**config.mk**
```make
export PLATFORM = sky130hd
export DESIGN_NAME = avi_index_and_header_builder_core
export DESIGN_NICKNAME = d
export VERILOG_FILES = /design/src/hw/rtl/avih_pkg.sv /design/src/hw/rtl/avih_div.sv /design/src/hw/rtl/avih_fifo.sv /design/src/hw/rtl/avih_front.sv /design/src/hw/rtl/avih_back.sv /design/src/hw/rtl/avi_index_and_header_builder_core.sv
export SDC_FILE = /design/constraint.sdc
export NUM_CORES = 2
export LEC_CHECK = 0
export BUFFER_PORTS_ARGS = -buffer_cell sky130_fd_sc_hd__buf_2
export CORE_MARGIN = 3
export CORE_UTILIZATION = 45
export DETAILED_ROUTE_END_ITERATION = 10
export SETUP_SLACK_MARGIN = 0.02
export SYNTH_ARGS = -nofsm -noshare
export SYNTH_HDL_FRONTEND = slang
export SYNTH_SLANG_ARGS = --single-unit
```
**constraint.sdc**
```tcl
create_clock -name clk -period 8.5 [get_ports clk]
set_input_delay 1.7 -clock clk [delete_from_list [all_inputs] [get_ports clk]]
set_output_delay 1.7 -clock clk [all_outputs]
set_load 0.005 [all_outputs]
```
**src/hw/rtl/avih_pkg.sv**
```systemverilog
`default_nettype none

package avih_pkg;

	localparam int HEADER_LEN         = 310;
	localparam int CHUNK_HEADER_LEN   = 8;
	localparam int ENTRY_BYTES        = 16;
	localparam int SIZE_TABLE_ENTRIES = 25;

	localparam logic [31:0] MARK_VIDEO = 32'h6364_3030;
	localparam logic [31:0] MARK_AUDIO = 32'h6277_3130;

	localparam int ENT_W  = 17;
	localparam int MF_W   = 15;
	localparam int DVD_W  = 21;
	localparam int DVS_W  = 9;
	localparam int USEC_W = 20;

	localparam logic [DVD_W-1:0]  USECS_NUM      = 21'd2000000;
	localparam logic [USEC_W-1:0] USECS_ZERO_FPS = 20'd1000000;

	localparam logic [1:0] FUNC_BEGIN = 2'd0;
	localparam logic [1:0] FUNC_CHUNK = 2'd1;
	localparam logic [1:0] FUNC_CLOSE = 2'd2;
	localparam logic [1:0] FUNC_NONE  = 2'd3;

	localparam logic [1:0] KIND_BEGIN  = 2'd0;
	localparam logic [1:0] KIND_ENTRY  = 2'd1;
	localparam logic [1:0] KIND_HEADER = 2'd2;
	localparam logic [1:0] KIND_FULL   = 2'd3;

	localparam logic [1:0] CFG_MAX_FRAMES = 2'd0;
	localparam logic [1:0] CFG_AUDIO_HZ   = 2'd1;
	localparam logic [1:0] CFG_AUDIO_EN   = 2'd2;

	typedef struct packed {
		logic [1:0]  op;
		logic        ctx;
		logic [31:0] size;
		logic        is_video;
		logic [15:0] frames;
		logic [7:0]  fps;
		logic [4:0]  ftype;
	} item_t;

	typedef struct packed {
		logic [1:0]        kind;
		logic [31:0]       marker;
		logic [31:0]       offset;
		logic [31:0]       csize;
		logic [31:0]       riff;
		logic [31:0]       movi;
		logic [31:0]       index;
		logic [30:0]       samples;
		logic [1:0]        streams;
		logic [USEC_W-1:0] usecs;
		logic [15:0]       width;
		logic [15:0]       height;
	} result_t;

	typedef struct packed {
		logic [MF_W-1:0] max_frames;
		logic            audio_en;
	} cfg_t;

	typedef struct packed {
		logic             start;
		logic [DVD_W-1:0] dividend;
		logic [DVS_W-1:0] divisor;
	} div_req_t;

	typedef struct packed {
		logic             done;
		logic [DVD_W-1:0] quotient;
	} div_rsp_t;

	typedef struct packed {
		logic [15:0] width;
		logic [15:0] height;
	} dims_t;

	function automatic dims_t frame_dims(input logic [4:0] ft);
		dims_t d;
		case (ft)
			5'd0:    d = '{16'd96,   16'd96};
			5'd1:    d = '{16'd160,  16'd120};
			5'd2:    d = '{16'd128,  16'd128};
			5'd3:    d = '{16'd176,  16'd144};
			5'd4:    d = '{16'd240,  16'd176};
			5'd5:    d = '{16'd240,  16'd240};
			5'd6:    d = '{16'd320,  16'd240};
			5'd7:    d = '{16'd320,  16'd320};
			5'd8:    d = '{16'd400,  16'd296};
			5'd9:    d = '{16'd480,  16'd320};
			5'd10:   d = '{16'd640,  16'd480};
			5'd11:   d = '{16'd800,  16'd600};
			5'd12:   d = '{16'd1024, 16'd768};
			5'd13:   d = '{16'd1280, 16'd720};
			5'd14:   d = '{16'd1280, 16'd1024};
			5'd15:   d = '{16'd1600, 16'd1200};
			5'd16:   d = '{16'd920,  16'd1080};
			5'd17:   d = '{16'd720,  16'd1280};
			5'd18:   d = '{16'd864,  16'd1536};
			5'd19:   d = '{16'd2048, 16'd1536};
			5'd20:   d = '{16'd2560, 16'd1440};
			5'd21:   d = '{16'd2560, 16'd1600};
			5'd22:   d = '{16'd1080, 16'd1920};
			5'd23:   d = '{16'd2560, 16'd1920};
			5'd24:   d = '{16'd2592, 16'd1944};
			default: d = '{16'd0,    16'd0};
		endcase
		if (32'(ft) >= SIZE_TABLE_ENTRIES) begin
			d = '{16'd0, 16'd0};
		end
		return d;
	endfunction

endpackage

`default_nettype wire

```
**src/hw/rtl/avih_div.sv**
```systemverilog
`default_nettype none

module avih_div (
	input  wire                clk,
	input  wire                arst_n,
	input  avih_pkg::div_req_t req,
	output avih_pkg::div_rsp_t rsp
);
	import avih_pkg::*;

	localparam int CNT_W = $clog2(DVD_W);

	logic [DVD_W-1:0] quo_q;
	logic [DVS_W-1:0] rem_q;
	logic [DVS_W-1:0] dvs_q;
	logic [CNT_W-1:0] cnt_q;
	logic             busy_q;
	logic             done_q;
	logic [DVS_W:0]   rem_sh;
	logic             ge;

	assign rem_sh = {rem_q, quo_q[DVD_W-1]};
	assign ge     = rem_sh >= {1'b0, dvs_q};

	always_ff @(posedge clk or negedge arst_n) begin
		if (!arst_n) begin
			busy_q <= 1'b0;
			done_q <= 1'b0;
			cnt_q  <= '0;
		end else begin
			done_q <= 1'b0;
			if (req.start) begin
				busy_q <= 1'b1;
				cnt_q  <= '0;
			end else if (busy_q) begin
				cnt_q <= cnt_q + 1'b1;
				if (cnt_q == CNT_W'(DVD_W - 1)) begin
					busy_q <= 1'b0;
					done_q <= 1'b1;
				end
			end
		end
	end

	always_ff @(posedge clk) begin
		if (req.start) begin
			quo_q <= req.dividend;
			dvs_q <= req.divisor;
			rem_q <= '0;
		end else if (busy_q) begin
			quo_q <= {quo_q[DVD_W-2:0], ge};
			rem_q <= ge ? DVS_W'(rem_sh - {1'b0, dvs_q}) : rem_sh[DVS_W-1:0];
		end
	end

	assign rsp.done     = done_q;
	assign rsp.quotient = quo_q;

endmodule

`default_nettype wire

```
**src/hw/rtl/avih_fifo.sv**
```systemverilog
`default_nettype none

module avih_fifo #(
	parameter int DEPTH = 4
) (
	input  wire             clk,
	input  wire             arst_n,
	input  wire             push_valid,
	output logic            push_ready,
	input  avih_pkg::item_t push_item,
	output logic            pop_valid,
	input  wire             pop_ready,
	output avih_pkg::item_t pop_item
);
	import avih_pkg::*;

	localparam int PTR_W = $clog2(DEPTH);
	localparam int CNT_W = $clog2(DEPTH + 1);

	item_t            mem_q [DEPTH];
	logic [PTR_W-1:0] wr_ptr_q;
	logic [PTR_W-1:0] rd_ptr_q;
	logic [CNT_W-1:0] cnt_q;
	logic             push;
	logic             pop;

	assign push_ready = cnt_q != CNT_W'(DEPTH);
	assign pop_valid  = cnt_q != '0;
	assign push       = push_valid && push_ready;
	assign pop        = pop_valid && pop_ready;
	assign pop_item   = mem_q[rd_ptr_q];

	always_ff @(posedge clk or negedge arst_n) begin
		if (!arst_n) begin
			wr_ptr_q <= '0;
			rd_ptr_q <= '0;
			cnt_q    <= '0;
		end else begin
			if (push) begin
				wr_ptr_q <= (wr_ptr_q == PTR_W'(DEPTH - 1)) ? '0 : wr_ptr_q + 1'b1;
			end
			if (pop) begin
				rd_ptr_q <= (rd_ptr_q == PTR_W'(DEPTH - 1)) ? '0 : rd_ptr_q + 1'b1;
			end
			if (push && !pop) begin
				cnt_q <= cnt_q + 1'b1;
			end else if (pop && !push) begin
				cnt_q <= cnt_q - 1'b1;
			end
		end
	end

	always_ff @(posedge clk) begin
		if (push) begin
			mem_q[wr_ptr_q] <= push_item;
		end
	end

endmodule

`default_nettype wire

```
**src/hw/rtl/avih_front.sv**
```systemverilog
`default_nettype none

module avih_front (
	input  wire             clk,
	input  wire             arst_n,
	input  wire             s_tvalid,
	output logic            s_tready,
	input  wire [63:0]      s_tdata,
	input  wire [3:0]       s_tuser,
	output logic            push_valid,
	input  wire             push_ready,
	output avih_pkg::item_t push_item
);
	import avih_pkg::*;

	logic  vld_s1;
	item_t item_s1;

	assign s_tready   = !vld_s1 || push_ready;
	assign push_valid = vld_s1;
	assign push_item  = item_s1;

	// Items with an unknown function are taken and dropped here.
	always_ff @(posedge clk or negedge arst_n) begin
		if (!arst_n) begin
			vld_s1 <= 1'b0;
		end else if (s_tready) begin
			vld_s1 <= s_tvalid && (s_tuser[1:0] != FUNC_NONE);
		end
	end

	always_ff @(posedge clk) begin
		if (s_tvalid && s_tready) begin
			item_s1.op       <= s_tuser[1:0];
			item_s1.ctx      <= s_tuser[2];
			item_s1.is_video <= s_tuser[3];
			item_s1.size     <= s_tdata[31:0];
			item_s1.frames   <= s_tdata[47:32];
			item_s1.fps      <= s_tdata[55:48];
			item_s1.ftype    <= s_tdata[60:56];
		end
	end

endmodule

`default_nettype wire

```
**src/hw/rtl/avih_back.sv**
```systemverilog
`default_nettype none

module avih_back (
	input  wire               clk,
	input  wire               arst_n,
	input  avih_pkg::cfg_t    cfg,
	input  wire               pop_valid,
	output logic              pop_ready,
	input  avih_pkg::item_t   item,
	output logic              m_tvalid,
	input  wire               m_tready,
	output avih_pkg::result_t res
);
	import avih_pkg::*;

	localparam logic [1:0] ST_IDLE = 2'd0;
	localparam logic [1:0] ST_DIV  = 2'd1;
	localparam logic [1:0] ST_HDR  = 2'd2;

	logic [1:0]       state_q;
	logic [31:0]      movie_q [2];
	logic [31:0]      offs_q  [2];
	logic [ENT_W-1:0] ents_q  [2];
	logic [31:0]      abytes_q;
	logic [ENT_W-1:0] achunks_q;
	logic             out_vld_q;
	result_t          res_q;

	logic             wctx_q;
	logic [15:0]      wframes_q;
	logic [4:0]       wftype_q;
	logic             wfps_zero_q;

	logic             out_free;
	logic             pop;
	logic             produce;
	logic             hdr_go;
	logic [ENT_W-1:0] cap;
	logic             full;
	logic [ENT_W-1:0] aud;
	logic [ENT_W:0]   chunks;
	logic             has_audio;
	dims_t            dims;
	result_t          res_d;
	div_req_t         div_req;
	div_rsp_t         div_rsp;

	assign out_free  = !out_vld_q || m_tready;
	assign pop       = (state_q == ST_IDLE) && pop_valid && out_free;
	assign pop_ready = pop;
	assign hdr_go    = (state_q == ST_HDR) && out_free;
	assign m_tvalid  = out_vld_q;
	assign res       = res_q;

	assign cap  = item.ctx ? ENT_W'(cfg.max_frames) + ENT_W'(1)
	                       : ENT_W'({cfg.max_frames, 1'b0}) + ENT_W'(7);
	assign full = ents_q[item.ctx] >= cap;

	assign aud       = wctx_q ? '0 : achunks_q;
	assign chunks    = (ENT_W + 1)'(wframes_q) + (ENT_W + 1)'(aud);
	assign has_audio = cfg.audio_en && (aud != '0);
	assign dims      = frame_dims(wftype_q);

	assign div_req.start    = pop && (item.op == FUNC_CLOSE);
	assign div_req.dividend = USECS_NUM + DVD_W'(item.fps);
	assign div_req.divisor  = {item.fps, 1'b0};

	avih_div u_div (
		.clk    (clk),
		.arst_n (arst_n),
		.req    (div_req),
		.rsp    (div_rsp)
	);

	always_comb begin
		res_d   = '0;
		produce = 1'b0;
		if (pop) begin
			case (item.op)
				FUNC_BEGIN: begin
					produce    = 1'b1;
					res_d.kind = KIND_BEGIN;
				end
				FUNC_CHUNK: begin
					produce = 1'b1;
					if (full) begin
						res_d.kind = KIND_FULL;
					end else begin
						res_d.kind   = KIND_ENTRY;
						res_d.marker = item.is_video ? MARK_VIDEO : MARK_AUDIO;
						res_d.offset = offs_q[item.ctx];
						res_d.csize  = item.size;
					end
				end
				default: begin
				end
			endcase
		end
		if (hdr_go) begin
			produce       = 1'b1;
			res_d.kind    = KIND_HEADER;
			res_d.riff    = movie_q[wctx_q] + 32'(HEADER_LEN)
			                + 32'({chunks, 4'b0}) + 32'({chunks, 3'b0});
			res_d.movi    = movie_q[wctx_q] + 32'({chunks, 3'b0}) + 32'd4;
			res_d.index   = 32'({chunks, 4'b0});
			res_d.samples = has_audio ? abytes_q[31:1] : '0;
			res_d.streams = has_audio ? 2'd2 : 2'd1;
			res_d.usecs   = wfps_zero_q ? USECS_ZERO_FPS : div_rsp.quotient[USEC_W-1:0];
			res_d.width   = dims.width;
			res_d.height  = dims.height;
		end
	end

	always_ff @(posedge clk or negedge arst_n) begin
		if (!arst_n) begin
			state_q   <= ST_IDLE;
			out_vld_q <= 1'b0;
			for (int c = 0; c < 2; c++) begin
				movie_q[c] <= '0;
				offs_q[c]  <= 32'd4;
				ents_q[c]  <= '0;
			end
			abytes_q  <= '0;
			achunks_q <= '0;
		end else begin
			if (produce) begin
				out_vld_q <= 1'b1;
			end else if (m_tready) begin
				out_vld_q <= 1'b0;
			end
			case (state_q)
				ST_IDLE: begin
					if (pop) begin
						case (item.op)
							FUNC_BEGIN: begin
								movie_q[item.ctx] <= '0;
								offs_q[item.ctx]  <= 32'd4;
								ents_q[item.ctx]  <= '0;
								if (!item.ctx) begin
									abytes_q  <= '0;
									achunks_q <= '0;
								end
							end
							FUNC_CHUNK: begin
								if (!full) begin
									movie_q[item.ctx] <= movie_q[item.ctx] + item.size;
									offs_q[item.ctx]  <= offs_q[item.ctx] + item.size
									                     + 32'(CHUNK_HEADER_LEN);
									ents_q[item.ctx]  <= ents_q[item.ctx] + 1'b1;
									if (!item.is_video && !item.ctx) begin
										abytes_q  <= abytes_q + item.size;
										achunks_q <= achunks_q + 1'b1;
									end
								end
							end
							FUNC_CLOSE: begin
								state_q <= ST_DIV;
							end
							default: begin
							end
						endcase
					end
				end
				ST_DIV: begin
					if (div_rsp.done) begin
						state_q <= ST_HDR;
					end
				end
				ST_HDR: begin
					if (hdr_go) begin
						movie_q[wctx_q] <= '0;
						offs_q[wctx_q]  <= 32'd4;
						ents_q[wctx_q]  <= '0;
						state_q         <= ST_IDLE;
					end
				end
				default: begin
					state_q <= ST_IDLE;
				end
			endcase
		end
	end

	always_ff @(posedge clk) begin
		if (produce) begin
			res_q <= res_d;
		end
		if (div_req.start) begin
			wctx_q      <= item.ctx;
			wframes_q   <= item.frames;
			wftype_q    <= item.ftype;
			wfps_zero_q <= item.fps == '0;
		end
	end

	a_pop_idle: assert property (@(posedge clk) disable iff (!arst_n)
		pop_ready |-> (state_q == ST_IDLE))
		else $error("queue popped while a close is in progress");

	a_done_in_div: assert property (@(posedge clk) disable iff (!arst_n)
		div_rsp.done |-> (state_q == ST_DIV))
		else $error("divider finished outside the divide state");

	a_hdr_return: assert property (@(posedge clk) disable iff (!arst_n)
		hdr_go |=> (state_q == ST_IDLE) && out_vld_q && (res_q.kind == KIND_HEADER))
		else $error("header result not delivered on close");

	a_close_no_result: assert property (@(posedge clk) disable iff (!arst_n)
		(div_req.start && !m_tready && !out_vld_q) |=> !out_vld_q)
		else $error("close produced a result before the divide");

endmodule

`default_nettype wire

```
**src/hw/rtl/avi_index_and_header_builder_core.sv**
```systemverilog
// AVI idx1 index and header builder.
// Input stream s_*: one transaction per event (begin, add chunk, close) for the
// motion or timelapse context. Output stream m_*: one transaction per event,
// except that events with an unknown function are taken and produce nothing.
// Add chunk returns an index entry, or a refusal when the context's index is
// full; begin returns an acknowledge; close returns the header values.
// Begin and add chunk pass the input register, the queue and the output register,
// and sustain one event per cycle while m_tready is high and no close is pending.
// Close holds the back end for a bit-serial divide of the microseconds per frame.
// A small queue between the input stage and the back end keeps accepting
// events while a close is in progress, until it fills.
// The output register holds a result until m_tready; the back end stalls
// behind it and the queue then stalls the input.
// The cfg_* channel writes max_frames, the audio rate and audio_enabled; it is
// always ready and is to be used only while the block is idle. The audio rate
// is accepted and not kept, as no result carries it.
// Reset clears both contexts, the audio totals and the queue, and loads the
// register defaults of 1000 frames and audio enabled.

`default_nettype none

module avi_index_and_header_builder_core #(
	parameter int QUEUE_DEPTH = 4
) (
	input  wire          clk,
	input  wire          arst_n,
	input  wire          s_tvalid,
	output logic         s_tready,
	input  wire [63:0]   s_tdata,  // data_size, frame_count, fps, frame_type, zero fill
	input  wire [3:0]    s_tuser,  // func, context_req, is_video
	output logic         m_tvalid,
	input  wire          m_tready,
	output logic [279:0] m_tdata,  // chunk_marker, chunk_offset, chunk_size, riff_size,
	                               // movi_list_size, index_size, audio_samples,
	                               // stream_count, frame_period_us, frame_width,
	                               // frame_height, zero fill
	output logic [1:0]   m_tuser,  // result_kind
	input  wire          cfg_valid,
	output logic         cfg_ready,
	input  wire [1:0]    cfg_index,
	input  wire [15:0]   cfg_data
);
	import avih_pkg::*;

	cfg_t    cfg_q;
	logic    push_valid;
	logic    push_ready;
	item_t   push_item;
	logic    pop_valid;
	logic    pop_ready;
	item_t   pop_item;
	result_t res;

	assign cfg_ready = 1'b1;

	always_ff @(posedge clk or negedge arst_n) begin
		if (!arst_n) begin
			cfg_q.max_frames <= MF_W'(1000);
			cfg_q.audio_en   <= 1'b1;
		end else if (cfg_valid && cfg_ready) begin
			case (cfg_index)
				CFG_MAX_FRAMES: cfg_q.max_frames <= cfg_data[MF_W-1:0];
				CFG_AUDIO_EN:   cfg_q.audio_en   <= cfg_data[0];
				default: begin
				end
			endcase
		end
	end

	avih_front u_front (
		.clk        (clk),
		.arst_n     (arst_n),
		.s_tvalid   (s_tvalid),
		.s_tready   (s_tready),
		.s_tdata    (s_tdata),
		.s_tuser    (s_tuser),
		.push_valid (push_valid),
		.push_ready (push_ready),
		.push_item  (push_item)
	);

	avih_fifo #(
		.DEPTH (QUEUE_DEPTH)
	) u_fifo (
		.clk        (clk),
		.arst_n     (arst_n),
		.push_valid (push_valid),
		.push_ready (push_ready),
		.push_item  (push_item),
		.pop_valid  (pop_valid),
		.pop_ready  (pop_ready),
		.pop_item   (pop_item)
	);

	avih_back u_back (
		.clk       (clk),
		.arst_n    (arst_n),
		.cfg       (cfg_q),
		.pop_valid (pop_valid),
		.pop_ready (pop_ready),
		.item      (pop_item),
		.m_tvalid  (m_tvalid),
		.m_tready  (m_tready),
		.res       (res)
	);

	assign m_tuser = res.kind;
	assign m_tdata = {3'b000, res.height, res.width, res.usecs, res.streams, res.samples,
	                  res.index, res.movi, res.riff, res.csize, res.offset, res.marker};

endmodule

`default_nettype wire

```
==> run_results.csv <==
group,metric,value,unit
status,outcome,"completed",
min_path,hp-class,"flip-flop to flip-flop",
global_routing,overflow,0,
logic_synthesis,synthesis.area,0.04385,sq mm
logic_synthesis,synth_area_per_cell,12.02,sq um
clock_tree,holdBufCountCts,0,
timing,finalCritPeriodShare,78.88,%
critical_path,worst_ep_required_time,9.02,ns
detailed_routing,dr_total_vias,29195,
detailed_routing,post_drt_wl_per_cell,20.89,um
die,die_w,318.1,um
clock_tree,htree_levels,3,
logic_synthesis,yosys.area.top_type_share,40.89,%
final_layout,n_fill_cell,8481,
logic_synthesis,synth_top_family_by_area,"compound AO/OA/AOI/OAI gates",
timing,report.final.setup_viol,0,
placed_design,gp_congestion,0.8713,
logic_synthesis,synthSimpleGateAreaFrac,11.77,%
timing,clock.fmax,149.1,MHz
logic_synthesis,ys_seq_area_share,55.31,%
logic_synthesis,synth_cells,3649,
final_layout,area_growth,12.59,%
die,row_count,113,
logic_synthesis,synth_compound_area_share,12.26,%
timing,min_period,6.705,ns
timing,slew_headroom,21.79,%
detailed_routing,drc,0,
critical_path,crit_type,"flip-flop to flip-flop",
critical_path,reg2reg_from,"u_fifo.rd_ptr_q[1]",
power,max-vdd-ir-drop,0.2133,mV
die,io_pins,376,
power,p_leak,20.69,nW
placed_design,io_buffers,321,
die,die-area,0.1012,sq mm
detailed_routing,wl,110000,um
timing,whs,0.4747,ns
logic_synthesis,synth_area_leaders,"edfxtp_1 (41%), dfrtp_1 (13%), ha_1 (7.1%), nand2_1 (3.6%), mux4_2 (3.3%)",
die,coreArea,0.09586,sq mm
critical_path,r2r_cells,18,
global_routing,grt_usage,21.35,%
logic_synthesis,synth_seq_cells,851,
final_layout,drive_gt1_share,16.76,%
global_routing,antenna_found_initial,10,
final_layout,multi_input_area,0.01824,sq mm
clock_tree,cts_resized,0,
global_routing,grt_max_degree,134,
logic_synthesis,yosys.area.top_type,"edfxtp_1",
clock_tree,root_buffer,"clkbuf_16",
placed_design,place_hpwl,74930,um
logic_synthesis,synth_warnings,0,
timing,setup_tns,0,ns
global_routing,grt_busiest_layer,"met2",
critical_path,path_max_fanout,68,
placed_design,pre_cts_slack,1.818,ns
min_path,hold_path_depth,1,
detailed_routing,first_iter_violations,2306,
min_path,hp-start,"u_back.u_div.done_q",
critical_path,end_kind,"flip-flop",
final_layout,finalNonFillerCells,5265,
timing,fin_skew,0.03968,ns
global_routing,first_global_vias,28386,
clock_tree,post_cts_buffers,0,
clock_tree,numCtsBuffers,90,
detailed_routing,viasPerCell,5.545,
logic_synthesis,synth.area.mux_share,5.271,%
logic_synthesis,synth_edf_count,597,
timing,grt_setup_unrepaired,"false",
clock_tree,clkLatencyLatePin,0.67,ns
clock_tree,cts_sinks,851,
logic_synthesis,synthFlopType,"edfxtp_1",
timing,hold_viol,0,
critical_path,worstReg2RegEnd,"u_back.ents_q[3]",
detailed_routing,drt_pass1_iterations,5,
die,die_h,318.1,um
final_layout,regArea,0.02426,sq mm
detailed_routing,final_antenna_net_count,0,
min_path,hold_end,"u_back.state_q[0]",
final_layout,layout.nets,4283,
timing,maxSlewViolCount,0,
logic_synthesis,post_synth_num_cell_types,99,
logic_synthesis,synthArstFlopShare,28.79,%
critical_path,arrival,7.22,ns
global_routing,met2_usage,34.26,%
global_routing,grt_use_met1,29.76,%
power,power.total,19.11,mW
placed_design,dp_cells,5096,
clock_tree,ctsLongestPathBuffers,3,
logic_synthesis,synth-xor-area-share,3.596,%
die,initial_core_util,45.74,%
job,drv_cap,0,
logic_synthesis,synth-adder-area-share,8.081,%
clock_tree,clk_pin_slew,0.06,ns
global_routing,grt_pass1_wl,168800,um
global_routing,grt.met3_usage,4.112,%
clock_tree,cts_tree,"yes",
power,powerDensity,387.2,mW/mm^2
critical_path,worst-r2r-setup-slack,1.80,ns
timing,setup_slack,1.795,ns
timing,worst_pin_slew,1.170,ns
critical_path,critPathLaunchType,"flip-flop",
## cells in the final DEF, fill, tap and decap left out, types with 58 or more instances in the layout
cell type / n
ha_1: 248
and2_1: 75
o21ai_0: 139
inv_1: 127
buf_2: 320
clkbuf_16: 92
a21oi_1: 163
xnor2_1: 115
nor2_1: 207
nand2_1: 413
a21o_1: 58
and3_1: 96
edfxtp_1: 597
xor2_1: 65
mux4_2: 65
dfrtp_1: 234
a22o_1: 143
## sequential cells by signal, indices dropped and copies added, names as in the netlist, 2 cells and up
name / flops
u_back.ents_q: 34
cfg_q: 16
u_back.offs_q: 64
u_fifo.cnt_q: 3
u_back.res: 220
u_back.u_div.quo_q: 21
u_back.state_q: 2
u_back.u_div.dvs_q: 8
u_fifo.wr_ptr_q: 2
u_back.u_div.cnt_q: 5
u_back.movie_q: 64
u_back.u_div.rem_q: 9
u_fifo.mem_q: 260
u_back.achunks_q: 17
u_back.wframes_q: 16
u_back.wftype_q: 5
u_fifo.rd_ptr_q: 2
u_back.abytes_q: 32
u_front.push_item: 65
## metal layers
layer | wire length [um] | share of wire, % | vias up
met1 | 49640 | 45 | 14292
met2 | 51220 | 47 | 805
met4 | 2358 | 2.1 | 2
met5 | 13 | 0.012 | -
met3 | 6776 | 6.2 | 147
li1 | - | - | 13949
## cell families (layout without fill, tap and decap cells)
family,after synthesis,in the layout
other cells,2,53
fa+ha+maj,271,271
compound gates,771,771
flops,851,851
buf+inv,350,650
xor+xnor,180,180
mux,144,144
simple gates,1080,1080
## worst max-delay path by stage
stage	start	to	slack (ns)	cells after the start
6_report	u_fifo.rd_ptr_q[1]	u_back.ents_q[3]	1.80	18
5_1_grt	u_fifo.rd_ptr_q[1]	u_back.ents_q[3]	1.21	18
4_1_cts	u_fifo.rd_ptr_q[1]	u_back.ents_q[3]	1.80	18
3_5_place_dp	u_fifo.rd_ptr_q[1]	u_back.ents_q[3]	1.82	18
3_3_place_gp	u_fifo.rd_ptr_q[1]	u_back.ents_q[10]	1.86	16
2_1_floorplan	m_tready	u_back.res[100]	0.65	7
## cell usage after synthesis, types with 14 or more instances
cell type / n
a211oi_1: 34
a21o_1: 58
a21oi_1: 163
a22o_1: 143
a31oi_1: 22
and2_1: 80
and3_1: 96
buf_2: 38
buf_4: 68
clkbuf_1: 104
dfrtp_1: 236
edfxtp_1: 597
fa_1: 21
ha_1: 248
inv_1: 128
mux2_2: 41
mux2i_1: 37
mux4_2: 65
nand2_1: 415
nand2b_1: 42
nand3_1: 51
nand4_1: 28
nor2_1: 208
nor2b_1: 36
nor3_1: 56
o211ai_1: 20
o21a_1: 26
o21ai_0: 139
o21ai_1: 14
o21bai_1: 16
o31ai_1: 30
or3_1: 19
xnor2_1: 115
xor2_1: 65
## metrics by stage
stage | utilization, % | instance area, sq um
4_1_cts | 51.49 | 49360
3_5_place_dp | 48.46 | 46460
3_3_place_gp | 48.46 | 46460
5_1_grt | 51.50 | 49360
6_report | 51.50 | 49370
2_1_floorplan | - | 44030
## final cells by class
class | count | share of cell area (%)
sequential | 851 | 49.14
multi-input combinational | 2496 | 36.94
clock buffer | 114 | 4.912
timing repair buffer | 354 | 3.827
tap | 1265 | 3.206
inverter | 130 | 0.9935
clock inverter | 52 | 0.9657
antenna | 3 | 0.01521
## critical path, cell delays in order (launching register included)
cell       delay, ns
dfrtp_4         0.67
mux2i_1         0.25
mux2_4          0.61
inv_4           0.47
nor3_2          0.69
a221oi_1        0.17
a31oi_1         0.17
o21ai_0         0.12
ha_1            0.37
a211oi_1        0.22
o21ai_0         0.13
a21oi_1         0.15
o221ai_1        0.31
a211oi_4        0.80
buf_4           0.55
nand2_1         0.09
a2111oi_0       0.39
o21ai_0         0.20
o2bb2ai_1       0.19
## where the power goes
group / switching [mW] / total [mW] / internal, mW / leakage (nW)
combinational: 5.52 / 9.02 / 3.50 / 10.3
clock: 1.68 / 3.87 / 2.19 / 1.42
sequential: 0.553 / 6.23 / 5.67 / 8.92
Note: power is estimated with default switching activity, not from simulation.
